**src/hw/rtl/sct_pkg.sv**
```systemverilog
// ----------------------------------------------------------------------------
// sct_pkg: shared definitions for the subaperture centroid tracker
// Holds default sizes, fixed field widths, register codes and the types that
// pass between the tracker's front end, request queue and divider back end.
// ----------------------------------------------------------------------------
`default_nettype none

package sct_pkg;

  // Default sizes, used as parameter defaults on the top level.
  localparam int MAX_WINDOW_DEF       = 64;
  localparam int MAX_SUBAPERTURES_DEF = 1024;
  localparam int PIXEL_BITS_DEF       = 16;

  // Fixed field widths.
  localparam int COG_W      = 16;  // signed centroid, 8 fraction bits
  localparam int FRAC_BITS  = 8;
  localparam int FSUM_W     = 40;  // frame sum wraps at this width
  localparam int REG_SIZE_W = 7;   // width, height and reference registers
  localparam int REG_CNT_W  = 11;  // subaperture count register

  // Configuration port.
  localparam int ADDR_W = 5;
  localparam int DATA_W = 32;

  // Depth of the request queue between front end and back end.
  localparam int QUEUE_DEPTH = 2;

  // Configuration register indexes (byte address / 4).
  typedef enum logic [2:0] {
    REG_WINDOW_WIDTH  = 3'd0,
    REG_WINDOW_HEIGHT = 3'd1,
    REG_REFERENCE_X   = 3'd2,
    REG_REFERENCE_Y   = 3'd3,
    REG_SUBAP_COUNT   = 3'd4
  } cfg_reg_t;

  // Current configuration as seen by the front end.
  typedef struct packed {
    logic [REG_SIZE_W-1:0] window_width;
    logic [REG_SIZE_W-1:0] window_height;
    logic [REG_SIZE_W-1:0] reference_x;
    logic [REG_SIZE_W-1:0] reference_y;
    logic [REG_CNT_W-1:0]  subaperture_count;
  } cfg_t;

  // Queue fill status.
  typedef struct packed {
    logic full;
    logic empty;
  } q_stat_t;

  // Back end sequencer states.
  typedef enum logic [1:0] {
    BK_IDLE,
    BK_DIV,
    BK_DONE
  } back_state_t;

endpackage : sct_pkg

`default_nettype wire

```
**src/hw/rtl/sct_in_if.sv**
```systemverilog
// ----------------------------------------------------------------------------
// sct_in_if: pixel stream channel
// Valid/ready channel that carries one camera pixel per request.
// ----------------------------------------------------------------------------
`default_nettype none

interface sct_in_if #(
  parameter int PIXEL_BITS = 16
);
  logic                  valid;
  logic                  ready;
  logic [PIXEL_BITS-1:0] pixel;

  modport source (output valid, output pixel, input ready);
  modport sink   (input valid, input pixel, output ready);
endinterface : sct_in_if

`default_nettype wire

```
**src/hw/rtl/sct_out_if.sv**
```systemverilog
// ----------------------------------------------------------------------------
// sct_out_if: centroid result channel
// Valid/ready channel that carries one window centroid and frame statistics.
// ----------------------------------------------------------------------------
`default_nettype none

interface sct_out_if #(
  parameter int PIXEL_BITS  = 16,
  parameter int INDEX_BITS  = 10
);
  logic                   valid;
  logic                   ready;
  logic signed [15:0]     cog_x;
  logic signed [15:0]     cog_y;
  logic [INDEX_BITS-1:0]  window_index;
  logic [39:0]            frame_sum;
  logic [PIXEL_BITS-1:0]  frame_max;
  logic                   frame_done;

  modport source (output valid, output cog_x, output cog_y, output window_index,
                  output frame_sum, output frame_max, output frame_done,
                  input ready);
  modport sink   (input valid, input cog_x, input cog_y, input window_index,
                  input frame_sum, input frame_max, input frame_done,
                  output ready);
endinterface : sct_out_if

`default_nettype wire

```
**src/hw/rtl/subaperture_centroid_tracker.sv**
```systemverilog
// ----------------------------------------------------------------------------
// subaperture_centroid_tracker: centre-of-gravity centroiding per window
// Accumulates the pixels of each tracker window and reports its centroid
// together with the frame's running pixel sum and peak.
// ----------------------------------------------------------------------------
// Usage:
// Pixels arrive on in_stream in raster order, one window after another; a
// pixel request is taken whenever valid and ready are both high, at up to
// one pixel per cycle. At the last pixel of each window one result request
// is presented on out_result: reference minus centroid for column and row
// (signed, 8 fraction bits), the window index, frame sum, frame peak and a
// flag on the frame's last window.
// A window end is queued and divided by two restoring dividers at one
// quotient bit per cycle. The front end keeps taking pixels while the back
// end divides; the pixel input stalls only once the two-entry queue is full.
// A stalled receiver holds the result in the output register; the divider
// and queue keep working until both are full, then in_stream.ready drops.
// Reset clears all counters, sums and the queue, and loads the registers
// with width 8, height 8, references 8 and one window per frame.
// ----------------------------------------------------------------------------
`default_nettype none

module subaperture_centroid_tracker import sct_pkg::*; #(
  parameter int MAX_WINDOW       = MAX_WINDOW_DEF,
  parameter int MAX_SUBAPERTURES = MAX_SUBAPERTURES_DEF,
  parameter int PIXEL_BITS       = PIXEL_BITS_DEF
) (
  input  wire logic              clk,
  input  wire logic              rst_n,
  sct_in_if.sink                 in_stream,
  sct_out_if.source              out_result,
  input  wire logic              psel,
  input  wire logic              penable,
  input  wire logic              pwrite,
  input  wire logic [ADDR_W-1:0] paddr,
  input  wire logic [DATA_W-1:0] pwdata,
  output logic      [DATA_W-1:0] prdata,
  output logic                   pready
);

  localparam int INDEX_BITS = (MAX_SUBAPERTURES > 1) ? $clog2(MAX_SUBAPERTURES) : 1;
  localparam int CNT_W      = $clog2(MAX_WINDOW);
  localparam int SUM_W      = PIXEL_BITS + 2 * CNT_W;
  localparam int WS_W       = SUM_W + CNT_W;
  localparam int JOB_W      = 2 * WS_W + SUM_W + 2 * REG_SIZE_W + INDEX_BITS
                              + FSUM_W + PIXEL_BITS + 1;

  cfg_t             cfg_r, cfg_nxt;
  cfg_reg_t         reg_sel;
  logic             cfg_wr;
  q_stat_t          q_stat;
  logic             q_push, q_pop;
  logic [JOB_W-1:0] q_push_data, q_pop_data;

  // Configuration registers.
  assign pready  = 1'b1;
  assign cfg_wr  = psel && penable && pwrite && pready;
  assign reg_sel = cfg_reg_t'(paddr[4:2]);

  always_comb begin
    cfg_nxt = cfg_r;
    if (cfg_wr) begin
      unique case (reg_sel)
        REG_WINDOW_WIDTH:  cfg_nxt.window_width      = pwdata[REG_SIZE_W-1:0];
        REG_WINDOW_HEIGHT: cfg_nxt.window_height     = pwdata[REG_SIZE_W-1:0];
        REG_REFERENCE_X:   cfg_nxt.reference_x       = pwdata[REG_SIZE_W-1:0];
        REG_REFERENCE_Y:   cfg_nxt.reference_y       = pwdata[REG_SIZE_W-1:0];
        REG_SUBAP_COUNT:   cfg_nxt.subaperture_count = pwdata[REG_CNT_W-1:0];
        default:           cfg_nxt = cfg_r;
      endcase
    end
  end

  always_ff @(posedge clk) begin
    if (!rst_n) begin
      cfg_r.window_width      <= REG_SIZE_W'(8);
      cfg_r.window_height     <= REG_SIZE_W'(8);
      cfg_r.reference_x       <= REG_SIZE_W'(8);
      cfg_r.reference_y       <= REG_SIZE_W'(8);
      cfg_r.subaperture_count <= REG_CNT_W'(1);
    end else begin
      cfg_r <= cfg_nxt;
    end
  end

  // Register read-back.
  always_comb begin
    unique case (reg_sel)
      REG_WINDOW_WIDTH:  prdata = DATA_W'(cfg_r.window_width);
      REG_WINDOW_HEIGHT: prdata = DATA_W'(cfg_r.window_height);
      REG_REFERENCE_X:   prdata = DATA_W'(cfg_r.reference_x);
      REG_REFERENCE_Y:   prdata = DATA_W'(cfg_r.reference_y);
      REG_SUBAP_COUNT:   prdata = DATA_W'(cfg_r.subaperture_count);
      default:           prdata = '0;
    endcase
  end

  // Pixel accumulator.
  sct_front #(
    .MAX_WINDOW       (MAX_WINDOW),
    .MAX_SUBAPERTURES (MAX_SUBAPERTURES),
    .PIXEL_BITS       (PIXEL_BITS),
    .INDEX_BITS       (INDEX_BITS),
    .JOB_W            (JOB_W)
  ) u_front (
    .clk    (clk),
    .rst_n  (rst_n),
    .in_ch  (in_stream),
    .cfg    (cfg_r),
    .q_stat (q_stat),
    .q_push (q_push),
    .q_data (q_push_data)
  );

  // Request queue between accumulator and divider.
  sct_queue #(
    .WIDTH (JOB_W),
    .DEPTH (QUEUE_DEPTH)
  ) u_queue (
    .clk       (clk),
    .rst_n     (rst_n),
    .push      (q_push),
    .push_data (q_push_data),
    .pop       (q_pop),
    .pop_data  (q_pop_data),
    .stat      (q_stat)
  );

  // Divider and output register.
  sct_back #(
    .MAX_WINDOW (MAX_WINDOW),
    .PIXEL_BITS (PIXEL_BITS),
    .INDEX_BITS (INDEX_BITS),
    .JOB_W      (JOB_W)
  ) u_back (
    .clk    (clk),
    .rst_n  (rst_n),
    .q_stat (q_stat),
    .q_data (q_pop_data),
    .q_pop  (q_pop),
    .out_ch (out_result)
  );

  // The front end never writes into a full queue.
  assert property (@(posedge clk) disable iff (!rst_n) q_push |-> !q_stat.full)
    else $error("window request pushed into a full queue");

  // The back end only fetches a request that is there.
  assert property (@(posedge clk) disable iff (!rst_n) q_pop |-> !q_stat.empty)
    else $error("request fetched from an empty queue");

  // Reset leaves an empty queue, so pixels are taken straight away.
  assert property (@(posedge clk) !rst_n |=> in_stream.ready)
    else $error("pixel input not ready after reset");

endmodule : subaperture_centroid_tracker

`default_nettype wire

```
**src/hw/rtl/sct_queue.sv**
```systemverilog
// ----------------------------------------------------------------------------
// sct_queue: short request queue
// Small register FIFO that decouples the pixel front end from the divider.
// ----------------------------------------------------------------------------
`default_nettype none

module sct_queue import sct_pkg::*; #(
  parameter int WIDTH = 8,
  parameter int DEPTH = QUEUE_DEPTH
) (
  input  wire logic             clk,
  input  wire logic             rst_n,
  input  wire logic             push,
  input  wire logic [WIDTH-1:0] push_data,
  input  wire logic             pop,
  output logic      [WIDTH-1:0] pop_data,
  output q_stat_t               stat
);

  localparam int PTR_W = (DEPTH > 1) ? $clog2(DEPTH) : 1;
  localparam int CNT_W = $clog2(DEPTH + 1);

  logic [WIDTH-1:0] mem_r [DEPTH];
  logic [PTR_W-1:0] wr_ptr_r, wr_ptr_nxt;
  logic [PTR_W-1:0] rd_ptr_r, rd_ptr_nxt;
  logic [CNT_W-1:0] count_r, count_nxt;

  // Pointer and fill count update.
  always_comb begin
    wr_ptr_nxt = wr_ptr_r;
    rd_ptr_nxt = rd_ptr_r;
    count_nxt  = count_r;
    if (push) begin
      wr_ptr_nxt = (wr_ptr_r == PTR_W'(DEPTH - 1)) ? '0 : wr_ptr_r + 1'b1;
    end
    if (pop) begin
      rd_ptr_nxt = (rd_ptr_r == PTR_W'(DEPTH - 1)) ? '0 : rd_ptr_r + 1'b1;
    end
    if (push && !pop) begin
      count_nxt = count_r + 1'b1;
    end else if (pop && !push) begin
      count_nxt = count_r - 1'b1;
    end
  end

  always_ff @(posedge clk) begin
    if (!rst_n) begin
      wr_ptr_r <= '0;
      rd_ptr_r <= '0;
      count_r  <= '0;
    end else begin
      wr_ptr_r <= wr_ptr_nxt;
      rd_ptr_r <= rd_ptr_nxt;
      count_r  <= count_nxt;
    end
  end

  // Storage needs no reset.
  always_ff @(posedge clk) begin
    if (push) begin
      mem_r[wr_ptr_r] <= push_data;
    end
  end

  assign pop_data   = mem_r[rd_ptr_r];
  assign stat.full  = (count_r == CNT_W'(DEPTH));
  assign stat.empty = (count_r == '0);

endmodule : sct_queue

`default_nettype wire

```
**src/hw/rtl/sct_front.sv**
```systemverilog
// ----------------------------------------------------------------------------
// sct_front: pixel accumulator front end
// Counts column and row, accumulates window and frame sums, and queues one
// centroid request at the last pixel of every window.
// ----------------------------------------------------------------------------
`default_nettype none

module sct_front import sct_pkg::*; #(
  parameter int MAX_WINDOW       = MAX_WINDOW_DEF,
  parameter int MAX_SUBAPERTURES = MAX_SUBAPERTURES_DEF,
  parameter int PIXEL_BITS       = PIXEL_BITS_DEF,
  parameter int INDEX_BITS       = 10,
  parameter int JOB_W            = 8
) (
  input  wire logic              clk,
  input  wire logic              rst_n,
  sct_in_if.sink                 in_ch,
  input  wire cfg_t              cfg,
  input  wire q_stat_t           q_stat,
  output logic                   q_push,
  output logic [JOB_W-1:0]       q_data
);

  localparam int CNT_W  = $clog2(MAX_WINDOW);
  localparam int SUM_W  = PIXEL_BITS + 2 * CNT_W;
  localparam int WS_W   = SUM_W + CNT_W;
  localparam int PROD_W = PIXEL_BITS + CNT_W;
  localparam int SZ_L   = $clog2(MAX_WINDOW + 1);
  localparam int SZ_W   = (SZ_L > REG_SIZE_W) ? SZ_L : REG_SIZE_W;
  localparam int NL     = $clog2(MAX_SUBAPERTURES + 1);
  localparam int N_W    = (NL > REG_CNT_W) ? NL : REG_CNT_W;

  logic [CNT_W-1:0]      col_r, col_nxt;
  logic [CNT_W-1:0]      row_r, row_nxt;
  logic [SUM_W-1:0]      sum_r, sum_nxt;
  logic [WS_W-1:0]       wcol_r, wcol_nxt;
  logic [WS_W-1:0]       wrow_r, wrow_nxt;
  logic [INDEX_BITS-1:0] idx_r, idx_nxt;
  logic [FSUM_W-1:0]     ftot_r, ftot_nxt;
  logic [PIXEL_BITS-1:0] fpeak_r, fpeak_nxt;

  logic                  accept;
  logic [PIXEL_BITS-1:0] px;
  logic [SZ_W-1:0]       w_raw, h_raw, w_eff, h_eff;
  logic [N_W-1:0]        n_raw, n_eff, idx_inc;
  logic [SZ_W-1:0]       col_inc, row_inc;
  logic                  col_wrap, row_wrap, win_end, frame_last;
  logic [PROD_W-1:0]     prod_col, prod_row;
  logic [SUM_W-1:0]      sum_acc;
  logic [WS_W-1:0]       wcol_acc, wrow_acc;
  logic [FSUM_W-1:0]     ftot_acc;
  logic [PIXEL_BITS-1:0] fpeak_acc;

  // The front end only stalls when the request queue has no room.
  assign in_ch.ready = !q_stat.full;
  assign accept      = in_ch.valid && in_ch.ready;
  assign px          = in_ch.pixel;

  // Effective window size and frame length: zero acts as one, excess clamps.
  assign w_raw = SZ_W'(cfg.window_width);
  assign h_raw = SZ_W'(cfg.window_height);
  assign n_raw = N_W'(cfg.subaperture_count);
  assign w_eff = (w_raw == '0) ? SZ_W'(1) :
                 (w_raw > SZ_W'(MAX_WINDOW)) ? SZ_W'(MAX_WINDOW) : w_raw;
  assign h_eff = (h_raw == '0) ? SZ_W'(1) :
                 (h_raw > SZ_W'(MAX_WINDOW)) ? SZ_W'(MAX_WINDOW) : h_raw;
  assign n_eff = (n_raw == '0) ? N_W'(1) :
                 (n_raw > N_W'(MAX_SUBAPERTURES)) ? N_W'(MAX_SUBAPERTURES) : n_raw;

  // Row and window end detection.
  assign col_inc    = SZ_W'(col_r) + 1'b1;
  assign row_inc    = SZ_W'(row_r) + 1'b1;
  assign col_wrap   = !(col_inc < w_eff);
  assign row_wrap   = !(row_inc < h_eff);
  assign win_end    = col_wrap && row_wrap;
  assign idx_inc    = N_W'(idx_r) + 1'b1;
  assign frame_last = (idx_inc >= n_eff);

  // Sums including the current pixel.
  assign prod_col  = PROD_W'(px) * PROD_W'(col_r);
  assign prod_row  = PROD_W'(px) * PROD_W'(row_r);
  assign sum_acc   = sum_r + SUM_W'(px);
  assign wcol_acc  = wcol_r + WS_W'(prod_col);
  assign wrow_acc  = wrow_r + WS_W'(prod_row);
  assign ftot_acc  = ftot_r + FSUM_W'(px);
  assign fpeak_acc = (px > fpeak_r) ? px : fpeak_r;

  // Request for the back end, taken at the window's last pixel.
  assign q_push = accept && win_end;
  assign q_data = {wcol_acc, wrow_acc, sum_acc, cfg.reference_x, cfg.reference_y,
                   idx_r, ftot_acc, fpeak_acc, frame_last};

  // Next state of the counters and accumulators.
  always_comb begin
    col_nxt   = col_r;
    row_nxt   = row_r;
    sum_nxt   = sum_r;
    wcol_nxt  = wcol_r;
    wrow_nxt  = wrow_r;
    idx_nxt   = idx_r;
    ftot_nxt  = ftot_r;
    fpeak_nxt = fpeak_r;
    if (accept) begin
      sum_nxt   = sum_acc;
      wcol_nxt  = wcol_acc;
      wrow_nxt  = wrow_acc;
      ftot_nxt  = ftot_acc;
      fpeak_nxt = fpeak_acc;
      if (!col_wrap) begin
        col_nxt = col_r + 1'b1;
      end else begin
        col_nxt = '0;
        if (!row_wrap) begin
          row_nxt = row_r + 1'b1;
        end else begin
          row_nxt  = '0;
          sum_nxt  = '0;
          wcol_nxt = '0;
          wrow_nxt = '0;
          if (frame_last) begin
            idx_nxt   = '0;
            ftot_nxt  = '0;
            fpeak_nxt = '0;
          end else begin
            idx_nxt = idx_r + 1'b1;
          end
        end
      end
    end
  end

  always_ff @(posedge clk) begin
    if (!rst_n) begin
      col_r   <= '0;
      row_r   <= '0;
      sum_r   <= '0;
      wcol_r  <= '0;
      wrow_r  <= '0;
      idx_r   <= '0;
      ftot_r  <= '0;
      fpeak_r <= '0;
    end else begin
      col_r   <= col_nxt;
      row_r   <= row_nxt;
      sum_r   <= sum_nxt;
      wcol_r  <= wcol_nxt;
      wrow_r  <= wrow_nxt;
      idx_r   <= idx_nxt;
      ftot_r  <= ftot_nxt;
      fpeak_r <= fpeak_nxt;
    end
  end

endmodule : sct_front

`default_nettype wire

```
**src/hw/rtl/sct_back.sv**
```systemverilog
// ----------------------------------------------------------------------------
// sct_back: centroid divider back end
// Takes one request from the queue, runs two restoring dividers side by side
// (one quotient bit per cycle) and holds the result in an output register.
// ----------------------------------------------------------------------------
`default_nettype none

module sct_back import sct_pkg::*; #(
  parameter int MAX_WINDOW = MAX_WINDOW_DEF,
  parameter int PIXEL_BITS = PIXEL_BITS_DEF,
  parameter int INDEX_BITS = 10,
  parameter int JOB_W      = 8
) (
  input  wire logic             clk,
  input  wire logic             rst_n,
  input  wire q_stat_t          q_stat,
  input  wire logic [JOB_W-1:0] q_data,
  output logic                  q_pop,
  sct_out_if.source             out_ch
);

  localparam int CNT_W   = $clog2(MAX_WINDOW);
  localparam int SUM_W   = PIXEL_BITS + 2 * CNT_W;
  localparam int WS_W    = SUM_W + CNT_W;
  localparam int QW      = CNT_W + FRAC_BITS;
  localparam int REF_W   = REG_SIZE_W + FRAC_BITS;
  localparam int CW      = ((QW > REF_W) ? QW : REF_W) + 2;
  localparam int STEP_W  = $clog2(QW + 1);
  localparam int COG_MAX = (1 << (COG_W - 1)) - 1;

  // Request fields.
  logic [WS_W-1:0]       j_wcol, j_wrow;
  logic [SUM_W-1:0]      j_sum;
  logic [REG_SIZE_W-1:0] j_refx, j_refy;
  logic [INDEX_BITS-1:0] j_idx;
  logic [FSUM_W-1:0]     j_fsum;
  logic [PIXEL_BITS-1:0] j_fmax;
  logic                  j_last;

  back_state_t           state_r, state_nxt;
  logic [STEP_W-1:0]     step_r;
  logic [SUM_W-1:0]      den_r;
  logic [SUM_W-1:0]      rem_x_r, rem_y_r;
  logic [QW-1:0]         dvd_x_r, dvd_y_r;
  logic [REG_SIZE_W-1:0] refx_r, refy_r;
  logic [INDEX_BITS-1:0] idx_r;
  logic [FSUM_W-1:0]     fsum_r;
  logic [PIXEL_BITS-1:0] fmax_r;
  logic                  last_r;

  logic                  out_valid_r, out_valid_nxt;
  logic [COG_W-1:0]      cog_x_r, cog_y_r;
  logic [INDEX_BITS-1:0] out_idx_r;
  logic [FSUM_W-1:0]     out_fsum_r;
  logic [PIXEL_BITS-1:0] out_fmax_r;
  logic                  out_done_r;

  logic                  load_out;
  logic [SUM_W+QW-1:0]   step_x, step_y;
  logic                  den_zero;

  assign {j_wcol, j_wrow, j_sum, j_refx, j_refy, j_idx, j_fsum, j_fmax, j_last} = q_data;

  // One restoring division step: returns the new remainder and the dividend
  // shifted left with the quotient bit brought in at the bottom.
  function automatic logic [SUM_W+QW-1:0] div_step(input logic [SUM_W-1:0] rem,
                                                   input logic [QW-1:0]    dvd,
                                                   input logic [SUM_W-1:0] den);
    logic [SUM_W:0] trial;
    logic [SUM_W:0] dext;
    trial = {rem, dvd[QW-1]};
    dext  = {1'b0, den};
    if (trial >= dext) begin
      return {SUM_W'(trial - dext), dvd[QW-2:0], 1'b1};
    end else begin
      return {SUM_W'(trial), dvd[QW-2:0], 1'b0};
    end
  endfunction

  // Reference minus quotient, truncated toward zero and saturated.
  function automatic logic [COG_W-1:0] cog_calc(input logic [REG_SIZE_W-1:0] refv,
                                                input logic [QW-1:0]         quo,
                                                input logic                  rem_nz,
                                                input logic                  zero);
    logic signed [CW-1:0] rscaled;
    logic signed [CW-1:0] qext;
    logic signed [CW-1:0] diff;
    logic signed [CW-1:0] res;
    rscaled = $signed(CW'({refv, {FRAC_BITS{1'b0}}}));
    qext    = $signed(CW'(quo));
    diff    = rscaled - qext;
    // A fractional part pulls a positive result down toward zero.
    res     = (rem_nz && (diff > $signed(CW'(0)))) ? diff - $signed(CW'(1)) : diff;
    if (zero) begin
      return '0;
    end else if (res > $signed(CW'(COG_MAX))) begin
      return COG_W'(COG_MAX);
    end else if (res < -$signed(CW'(COG_MAX)) - $signed(CW'(1))) begin
      return {1'b1, {(COG_W-1){1'b0}}};
    end else begin
      return COG_W'(res);
    end
  endfunction

  assign step_x   = div_step(rem_x_r, dvd_x_r, den_r);
  assign step_y   = div_step(rem_y_r, dvd_y_r, den_r);
  assign den_zero = (den_r == '0);

  // Sequencer: fetch a request, divide, hand over to the output register.
  always_comb begin
    state_nxt = state_r;
    q_pop     = 1'b0;
    load_out  = 1'b0;
    unique case (state_r)
      BK_IDLE: begin
        if (!q_stat.empty) begin
          q_pop     = 1'b1;
          state_nxt = BK_DIV;
        end
      end
      BK_DIV: begin
        if (step_r == STEP_W'(1)) begin
          state_nxt = BK_DONE;
        end
      end
      BK_DONE: begin
        if (!out_valid_r || out_ch.ready) begin
          load_out  = 1'b1;
          state_nxt = BK_IDLE;
        end
      end
      default: state_nxt = BK_IDLE;
    endcase
  end

  assign out_valid_nxt = load_out ? 1'b1 : (out_ch.ready ? 1'b0 : out_valid_r);

  always_ff @(posedge clk) begin
    if (!rst_n) begin
      state_r     <= BK_IDLE;
      out_valid_r <= 1'b0;
    end else begin
      state_r     <= state_nxt;
      out_valid_r <= out_valid_nxt;
    end
  end

  // Divider working registers.
  always_ff @(posedge clk) begin
    if (q_pop) begin
      den_r   <= j_sum;
      rem_x_r <= j_wcol[WS_W-1:CNT_W];
      rem_y_r <= j_wrow[WS_W-1:CNT_W];
      dvd_x_r <= {j_wcol[CNT_W-1:0], {FRAC_BITS{1'b0}}};
      dvd_y_r <= {j_wrow[CNT_W-1:0], {FRAC_BITS{1'b0}}};
      step_r  <= STEP_W'(QW);
      refx_r  <= j_refx;
      refy_r  <= j_refy;
      idx_r   <= j_idx;
      fsum_r  <= j_fsum;
      fmax_r  <= j_fmax;
      last_r  <= j_last;
    end else if (state_r == BK_DIV) begin
      {rem_x_r, dvd_x_r} <= step_x;
      {rem_y_r, dvd_y_r} <= step_y;
      step_r             <= step_r - 1'b1;
    end
  end

  // Output register.
  always_ff @(posedge clk) begin
    if (load_out) begin
      cog_x_r    <= cog_calc(refx_r, dvd_x_r, rem_x_r != '0, den_zero);
      cog_y_r    <= cog_calc(refy_r, dvd_y_r, rem_y_r != '0, den_zero);
      out_idx_r  <= idx_r;
      out_fsum_r <= fsum_r;
      out_fmax_r <= fmax_r;
      out_done_r <= last_r;
    end
  end

  assign out_ch.valid        = out_valid_r;
  assign out_ch.cog_x        = $signed(cog_x_r);
  assign out_ch.cog_y        = $signed(cog_y_r);
  assign out_ch.window_index = out_idx_r;
  assign out_ch.frame_sum    = out_fsum_r;
  assign out_ch.frame_max    = out_fmax_r;
  assign out_ch.frame_done   = out_done_r;

endmodule : sct_back

`default_nettype wire

```
**src/flat_wrapper.sv**
```systemverilog
// flat-port wrapper written by rule: the top's interface ports become plain ports
module subaperture_centroid_tracker_flat import sct_pkg::*;
#(
  parameter int MAX_WINDOW       = MAX_WINDOW_DEF,
  parameter int MAX_SUBAPERTURES = MAX_SUBAPERTURES_DEF,
  parameter int PIXEL_BITS       = PIXEL_BITS_DEF
)
  (clk, rst_n, psel, penable, pwrite, paddr, pwdata, prdata, pready, in_stream_valid, in_stream_pixel, in_stream_ready, out_result_valid, out_result_cog_x, out_result_cog_y, out_result_window_index, out_result_frame_sum, out_result_frame_max, out_result_frame_done, out_result_ready);
  sct_in_if #(.PIXEL_BITS(PIXEL_BITS)) in_stream_i ();
  sct_out_if #(.PIXEL_BITS(PIXEL_BITS)) out_result_i ();
  input  wire logic clk;
  input  wire logic rst_n;
  input  wire logic psel;
  input  wire logic penable;
  input  wire logic pwrite;
  input  wire logic [ADDR_W-1:0] paddr;
  input  wire logic [DATA_W-1:0] pwdata;
  output logic      [DATA_W-1:0] prdata;
  output logic pready;
  input wire logic [$bits(in_stream_i.valid)-1:0] in_stream_valid;
  input wire logic [$bits(in_stream_i.pixel)-1:0] in_stream_pixel;
  output wire logic [$bits(in_stream_i.ready)-1:0] in_stream_ready;
  output wire logic [$bits(out_result_i.valid)-1:0] out_result_valid;
  output wire logic [$bits(out_result_i.cog_x)-1:0] out_result_cog_x;
  output wire logic [$bits(out_result_i.cog_y)-1:0] out_result_cog_y;
  output wire logic [$bits(out_result_i.window_index)-1:0] out_result_window_index;
  output wire logic [$bits(out_result_i.frame_sum)-1:0] out_result_frame_sum;
  output wire logic [$bits(out_result_i.frame_max)-1:0] out_result_frame_max;
  output wire logic [$bits(out_result_i.frame_done)-1:0] out_result_frame_done;
  input wire logic [$bits(out_result_i.ready)-1:0] out_result_ready;
  assign in_stream_i.valid = in_stream_valid;
  assign in_stream_i.pixel = in_stream_pixel;
  assign in_stream_ready = in_stream_i.ready;
  assign out_result_valid = out_result_i.valid;
  assign out_result_cog_x = out_result_i.cog_x;
  assign out_result_cog_y = out_result_i.cog_y;
  assign out_result_window_index = out_result_i.window_index;
  assign out_result_frame_sum = out_result_i.frame_sum;
  assign out_result_frame_max = out_result_i.frame_max;
  assign out_result_frame_done = out_result_i.frame_done;
  assign out_result_i.ready = out_result_ready;
  subaperture_centroid_tracker #(.MAX_WINDOW(MAX_WINDOW), .MAX_SUBAPERTURES(MAX_SUBAPERTURES), .PIXEL_BITS(PIXEL_BITS)) u_core (.clk(clk), .rst_n(rst_n), .in_stream(in_stream_i), .out_result(out_result_i), .psel(psel), .penable(penable), .pwrite(pwrite), .paddr(paddr), .pwdata(pwdata), .prdata(prdata), .pready(pready));
endmodule
```
**config.mk**
```make
export PLATFORM = sky130hd
export DESIGN_NAME = subaperture_centroid_tracker_flat
export DESIGN_NICKNAME = d
export VERILOG_FILES = /design/src/hw/rtl/sct_pkg.sv /design/src/hw/rtl/sct_in_if.sv /design/src/hw/rtl/sct_out_if.sv /design/src/hw/rtl/subaperture_centroid_tracker.sv /design/src/hw/rtl/sct_queue.sv /design/src/hw/rtl/sct_front.sv /design/src/hw/rtl/sct_back.sv /design/src/flat_wrapper.sv
export SDC_FILE = /design/constraint.sdc
export NUM_CORES = 2
export LEC_CHECK = 0
export BUFFER_PORTS_ARGS = -buffer_cell sky130_fd_sc_hd__buf_2
export CELL_PAD_IN_SITES_DETAIL_PLACEMENT = 1
export CELL_PAD_IN_SITES_GLOBAL_PLACEMENT = 1
export CORE_MARGIN = 1
export CORE_UTILIZATION = 55
export DETAILED_ROUTE_END_ITERATION = 10
export HOLD_SLACK_MARGIN = 0.1
export PLACE_DENSITY = 0.86
export SYNTH_ARGS = -nofsm -noshare
export SYNTH_HDL_FRONTEND = slang
export SYNTH_SLANG_ARGS = --single-unit
export TNS_END_PERCENT = 20
```
**constraint.sdc**
```tcl
create_clock -name clk -period 17.8 [get_ports clk]
set_input_delay 2.67 -clock clk [delete_from_list [all_inputs] [get_ports clk]]
set_output_delay 2.67 -clock clk [all_outputs]
set_load 0.02 [all_outputs]
```
==> implementation parameters <==
Parameter                              Value

Power
  Static Leak ... approximately 21 nW
  P per Cell Area ... about 160 nW/um^2
  Maximum vdd drop ... ~110 uV

Global route
  First-pass GRT wire length ... around 240000 microns
  Pin count of the biggest net entering global routing ... 87
  Global routing usage summed across all routing layers ... around 34%
  Antenna violations before repair ... 5
  Global route overflow ... 0
  Vias in the first global route ... between 30000 and 40000

Clock network
  Max Buffers Root-to-Sink ... 3
  CTS sink cnt ... between 800 and 900
  Post-CTS clock slew at the launch and capture registers of the worst setup and hold paths ... ~0.070 ns
  Worst-Skew Late Latency ... between 0.7 and 0.8 ns
  CTS tree ... done
  Number of setup buffers added after CTS ... 0
  Resized cells post-CTS ... 0
  Hold bufs inserted after CTS ... 0
  Htree depth ... 3
  Inserted Clock Buffers ... 89
  Cell at the root of the clock tree ... sky130_fd_sc_hd__clkbuf_16

Worst setup path
  Kind of end point of the critical path ... flip-flop
  Worst setup path class ... input pin to flip-flop
  Maximum fanout along the worst path ... 17
  CP arrival ... around 8.6 ns
  WP data required ... approximately 18 ns
  Crit path launch type ... input pin
  Reg2Reg Depth ... 17

STA
  Unrepaired setup endpoints after global routing ... no
  Final slew viol count ... 0
  Final critical-path required period ... between 8 and 9 ns
  Worst slew slack as a fraction of its limit ... 11.41%
  Total setup violations reported at the end of the flow ... 0
  Hold Violations, Final ... 0
  Clock tree skew after final layout ... approximately 0.061 ns
  Achievable clock frequency ... around 0.12 GHz
  Actual slew at the worst max-slew pin ... 1.324 ns
  Final clock period utilization by the worst path ... between 40% and 50%
  Sum of negative setup slack ... 0 ns

Yosys
  Synth warn ... 0
  Share of the yosys chip area belonging to registers ... between 40% and 50%
  Synth Cell Area ... between 40000 and 50000 sq um
  Syn Inst Count ... around 4400
  Main synth FF type ... sky130_fd_sc_hd__edfxtp_1
  Average instance area after synthesis ... ~11 sq um
  Async set-reset flop share out of synthesis ... 0%
  Total of flip-flops plus latches after synthesis ... approximately 870
  Library cells used by synthesis ... 88
  Number of enable flip-flop cells after synthesis ... 630

Route
  Count of antenna-violating nets left after detailed routing ... 0
  Vias per inst ... between 6 and 7
  Number of detailed-routing iterations run before antenna repair ... 6
  First DRT Iteration DRCs ... between 3000 and 4000
  DRC Markers ... 0
  Final wirelength ... approximately 150000 microns
  Via count ... about 37000
  WL/cell ... between 20 and 30 microns

Floorplanning
  Number of top-level pins ... 194
  Overall die area ... slightly below 90000 sq um
  Overall die width ... 298.5 microns
  Total core area ... ~87000 sq um
  Starting utilization of the core area ... around 56%
  Row Count ... ~110
  Vertical die dimension ... between 200 and 300 microns

Finish
  Share of cells above drive strength 1 ... roughly 11%
  Utilization of the core after routing ... 61.16%
  Total of fill cells in the finished design ... ~9000
  Final design area excluding fillers ... around 53000 sq um
  Number of nets in the layout ... between 4000 and 5000
  Area growth from synthesis to layout ... 9.929%

Status
  Result of the run ... complete, no violations

Place
  Post-place instance area ... roughly 50000 sq um
  Buffers added on ports ... ~150
  Final estimated routing congestion in global placement ... between 0.8 and 0.9
  Post-DP HPWL ... 98970 microns

Min path
  Cell depth of the worst hold path ... 0
  Class of the tightest hold or removal check ... flip-flop to flip-flop

Job
  Number of max-cap violations ... 0
cells in the mapped netlist, types with 24 or more instances:
cell type                  instances  area, sq um
sky130_fd_sc_hd__edfxtp_1        630        18920
sky130_fd_sc_hd__nand2_1         316         1186
sky130_fd_sc_hd__inv_1           309         1160
sky130_fd_sc_hd__nor2_1          264        991.0
sky130_fd_sc_hd__dfxtp_1         241         4825
sky130_fd_sc_hd__ha_1            227         2840
sky130_fd_sc_hd__a21oi_1         211         1056
sky130_fd_sc_hd__clkbuf_1        184        690.7
sky130_fd_sc_hd__and2_1          182         1139
sky130_fd_sc_hd__fa_1            156         3123
sky130_fd_sc_hd__nand3_1         153        765.7
sky130_fd_sc_hd__xnor2_1         149         1305
sky130_fd_sc_hd__mux2_2          127         1430
sky130_fd_sc_hd__o21ai_0         125        625.6
sky130_fd_sc_hd__mux2i_1         107         1071
sky130_fd_sc_hd__xor2_1           82        718.2
sky130_fd_sc_hd__a21o_1           81        608.1
sky130_fd_sc_hd__a31oi_1          81        506.7
sky130_fd_sc_hd__nor3_1           53        265.3
sky130_fd_sc_hd__nor2b_1          46        287.8
sky130_fd_sc_hd__and3_1           43        269.0
sky130_fd_sc_hd__nand2b_1         40        250.2
sky130_fd_sc_hd__o21a_1           39        292.8
sky130_fd_sc_hd__a22oi_1          36        270.3
sky130_fd_sc_hd__nor4_1           33        206.5
sky130_fd_sc_hd__a22o_1           32        280.3
sky130_fd_sc_hd__nand4_1          32        200.2
sky130_fd_sc_hd__or3_1            28        175.2
sky130_fd_sc_hd__a211oi_1         27        202.7
sky130_fd_sc_hd__o211ai_1         24        180.2
worst paths after layout:
| kind | endpoint | startpoint | slack [ns] |
|---|---|---|---|
| min | u_core.u_back.out_ch.frame_sum[39] | u_core.u_back.fsum_r[39] | 0.41 |
| max | u_core.u_queue.mem_r[0][137] | in_stream_pixel[6] | 9.57 |
| min reg2reg | u_core.u_back.out_ch.frame_sum[39] | u_core.u_back.fsum_r[39] | 0.41 |
| max reg2reg | u_core.u_queue.mem_r[0][137] | u_core.u_front.row_r[5] | 11.14 |
cell families after synthesis:
family | share of synthesized area [%]
xor gates and xnor gates | 4.185
other | 0.01554
adders and majority gates | 12.34
buffers and inverters | 4.400
and+or+nand+nor | 13.11
muxes | 5.197
AOI/OAI and AO/OA | 11.64
DFF | 49.12
stage by stage:
stage / setup WS (ns) / cells / power, mW / hold WS, ns
after global routing: 9.411 / 5686 / 8.903 / 0.4181
after global placement: 9.268 / 5517 / 6.170 / 0.4020
after floorplan: 6.189 / 4399 / 5.416 / 0.4003
after CTS: 9.723 / 5685 / 8.474 / 0.4156
final: 9.573 / 5686 / 8.547 / 0.4133
after detailed placement: 9.086 / 5517 / 6.385 / 0.4071
metal layers:
| layer | track usage [%] | vias to the layer above | routed length [microns] |
|---|---|---|---|
| met2 | 58.35 | 1811 | 75620 |
| li1 | - | 15800 | - |
| met3 | 5.503 | 479 | 12050 |
| met1 | 42.64 | 18570 | 59570 |
| met4 | 16.58 | 4 | 7270 |
| met5 | 0 | - | 64 |
critical path: stages:
cell and delay (ns):
sky130_fd_sc_hd__buf_2 0.45, sky130_fd_sc_hd__and2_1 0.23, sky130_fd_sc_hd__fa_1 0.45, sky130_fd_sc_hd__fa_1 0.52
sky130_fd_sc_hd__fa_1 0.54, sky130_fd_sc_hd__inv_1 0.05, sky130_fd_sc_hd__fa_1 0.52, sky130_fd_sc_hd__inv_1 0.05
sky130_fd_sc_hd__ha_1 0.38, sky130_fd_sc_hd__a21o_1 0.20, sky130_fd_sc_hd__a21oi_1 0.18, sky130_fd_sc_hd__nor2b_1 0.09
sky130_fd_sc_hd__a211oi_1 0.35, sky130_fd_sc_hd__buf_4 0.23, sky130_fd_sc_hd__o2111ai_1 0.18, sky130_fd_sc_hd__a31oi_1 1.07
sky130_fd_sc_hd__nor2b_1 0.21, sky130_fd_sc_hd__xor2_1 0.22
cells in the final DEF, fill, tap and decap left out, types with 153 or more instances in the layout:
cell type,Yosys,layout
sky130_fd_sc_hd__a21oi_1,211,209
sky130_fd_sc_hd__edfxtp_1,630,630
sky130_fd_sc_hd__nand2_1,316,313
sky130_fd_sc_hd__dfxtp_1,241,240
sky130_fd_sc_hd__nor2_1,264,258
sky130_fd_sc_hd__and2_1,182,181
sky130_fd_sc_hd__fa_1,156,156
sky130_fd_sc_hd__ha_1,227,227
sky130_fd_sc_hd__nand3_1,153,153
sky130_fd_sc_hd__inv_1,309,309
final cells by class:
class / count / area [sq um] / share of cell area [%]
repair buffers: 190 / 1056 / 1.987
clock buffers: 126 / 2509 / 4.721
diodes: 1 / 2.502 / 0.004709
clock inverters: 42 / 548.0 / 1.031
well taps: 1155 / 1445 / 2.720
inverters: 312 / 1179 / 2.218
multi-input cells: 2989 / 22650 / 42.63
flip-flops and latches: 871 / 23750 / 44.69
power by group:
| group | switching, mW | total, mW | internal, mW |
|---|---|---|---|
| clock | 0.875 | 1.99 | 1.11 |
| sequential | 0.223 | 2.91 | 2.69 |
| combinational | 2.34 | 3.65 | 1.30 |
| total | 3.44 | 8.55 | 5.11 |
flip-flops by register name, summed over array words and instances (netlist names), 28 cells and up, named ones only:
signal / cells
u_core.u_back.rem_x_r: 28
u_core.u_front.ftot_r: 40
u_core.u_back.out_ch.frame_sum: 40
u_core.u_front.sum_r: 28
u_core.u_front.wcol_r: 34
u_core.u_front.wrow_r: 34
u_core.cfg_r: 39
u_core.u_queue.mem_r: 354
u_core.u_back.fsum_r: 40
u_core.u_back.rem_y_r: 28
u_core.u_back.den_r: 28
Note: power is estimated with default switching activity, not from simulation.
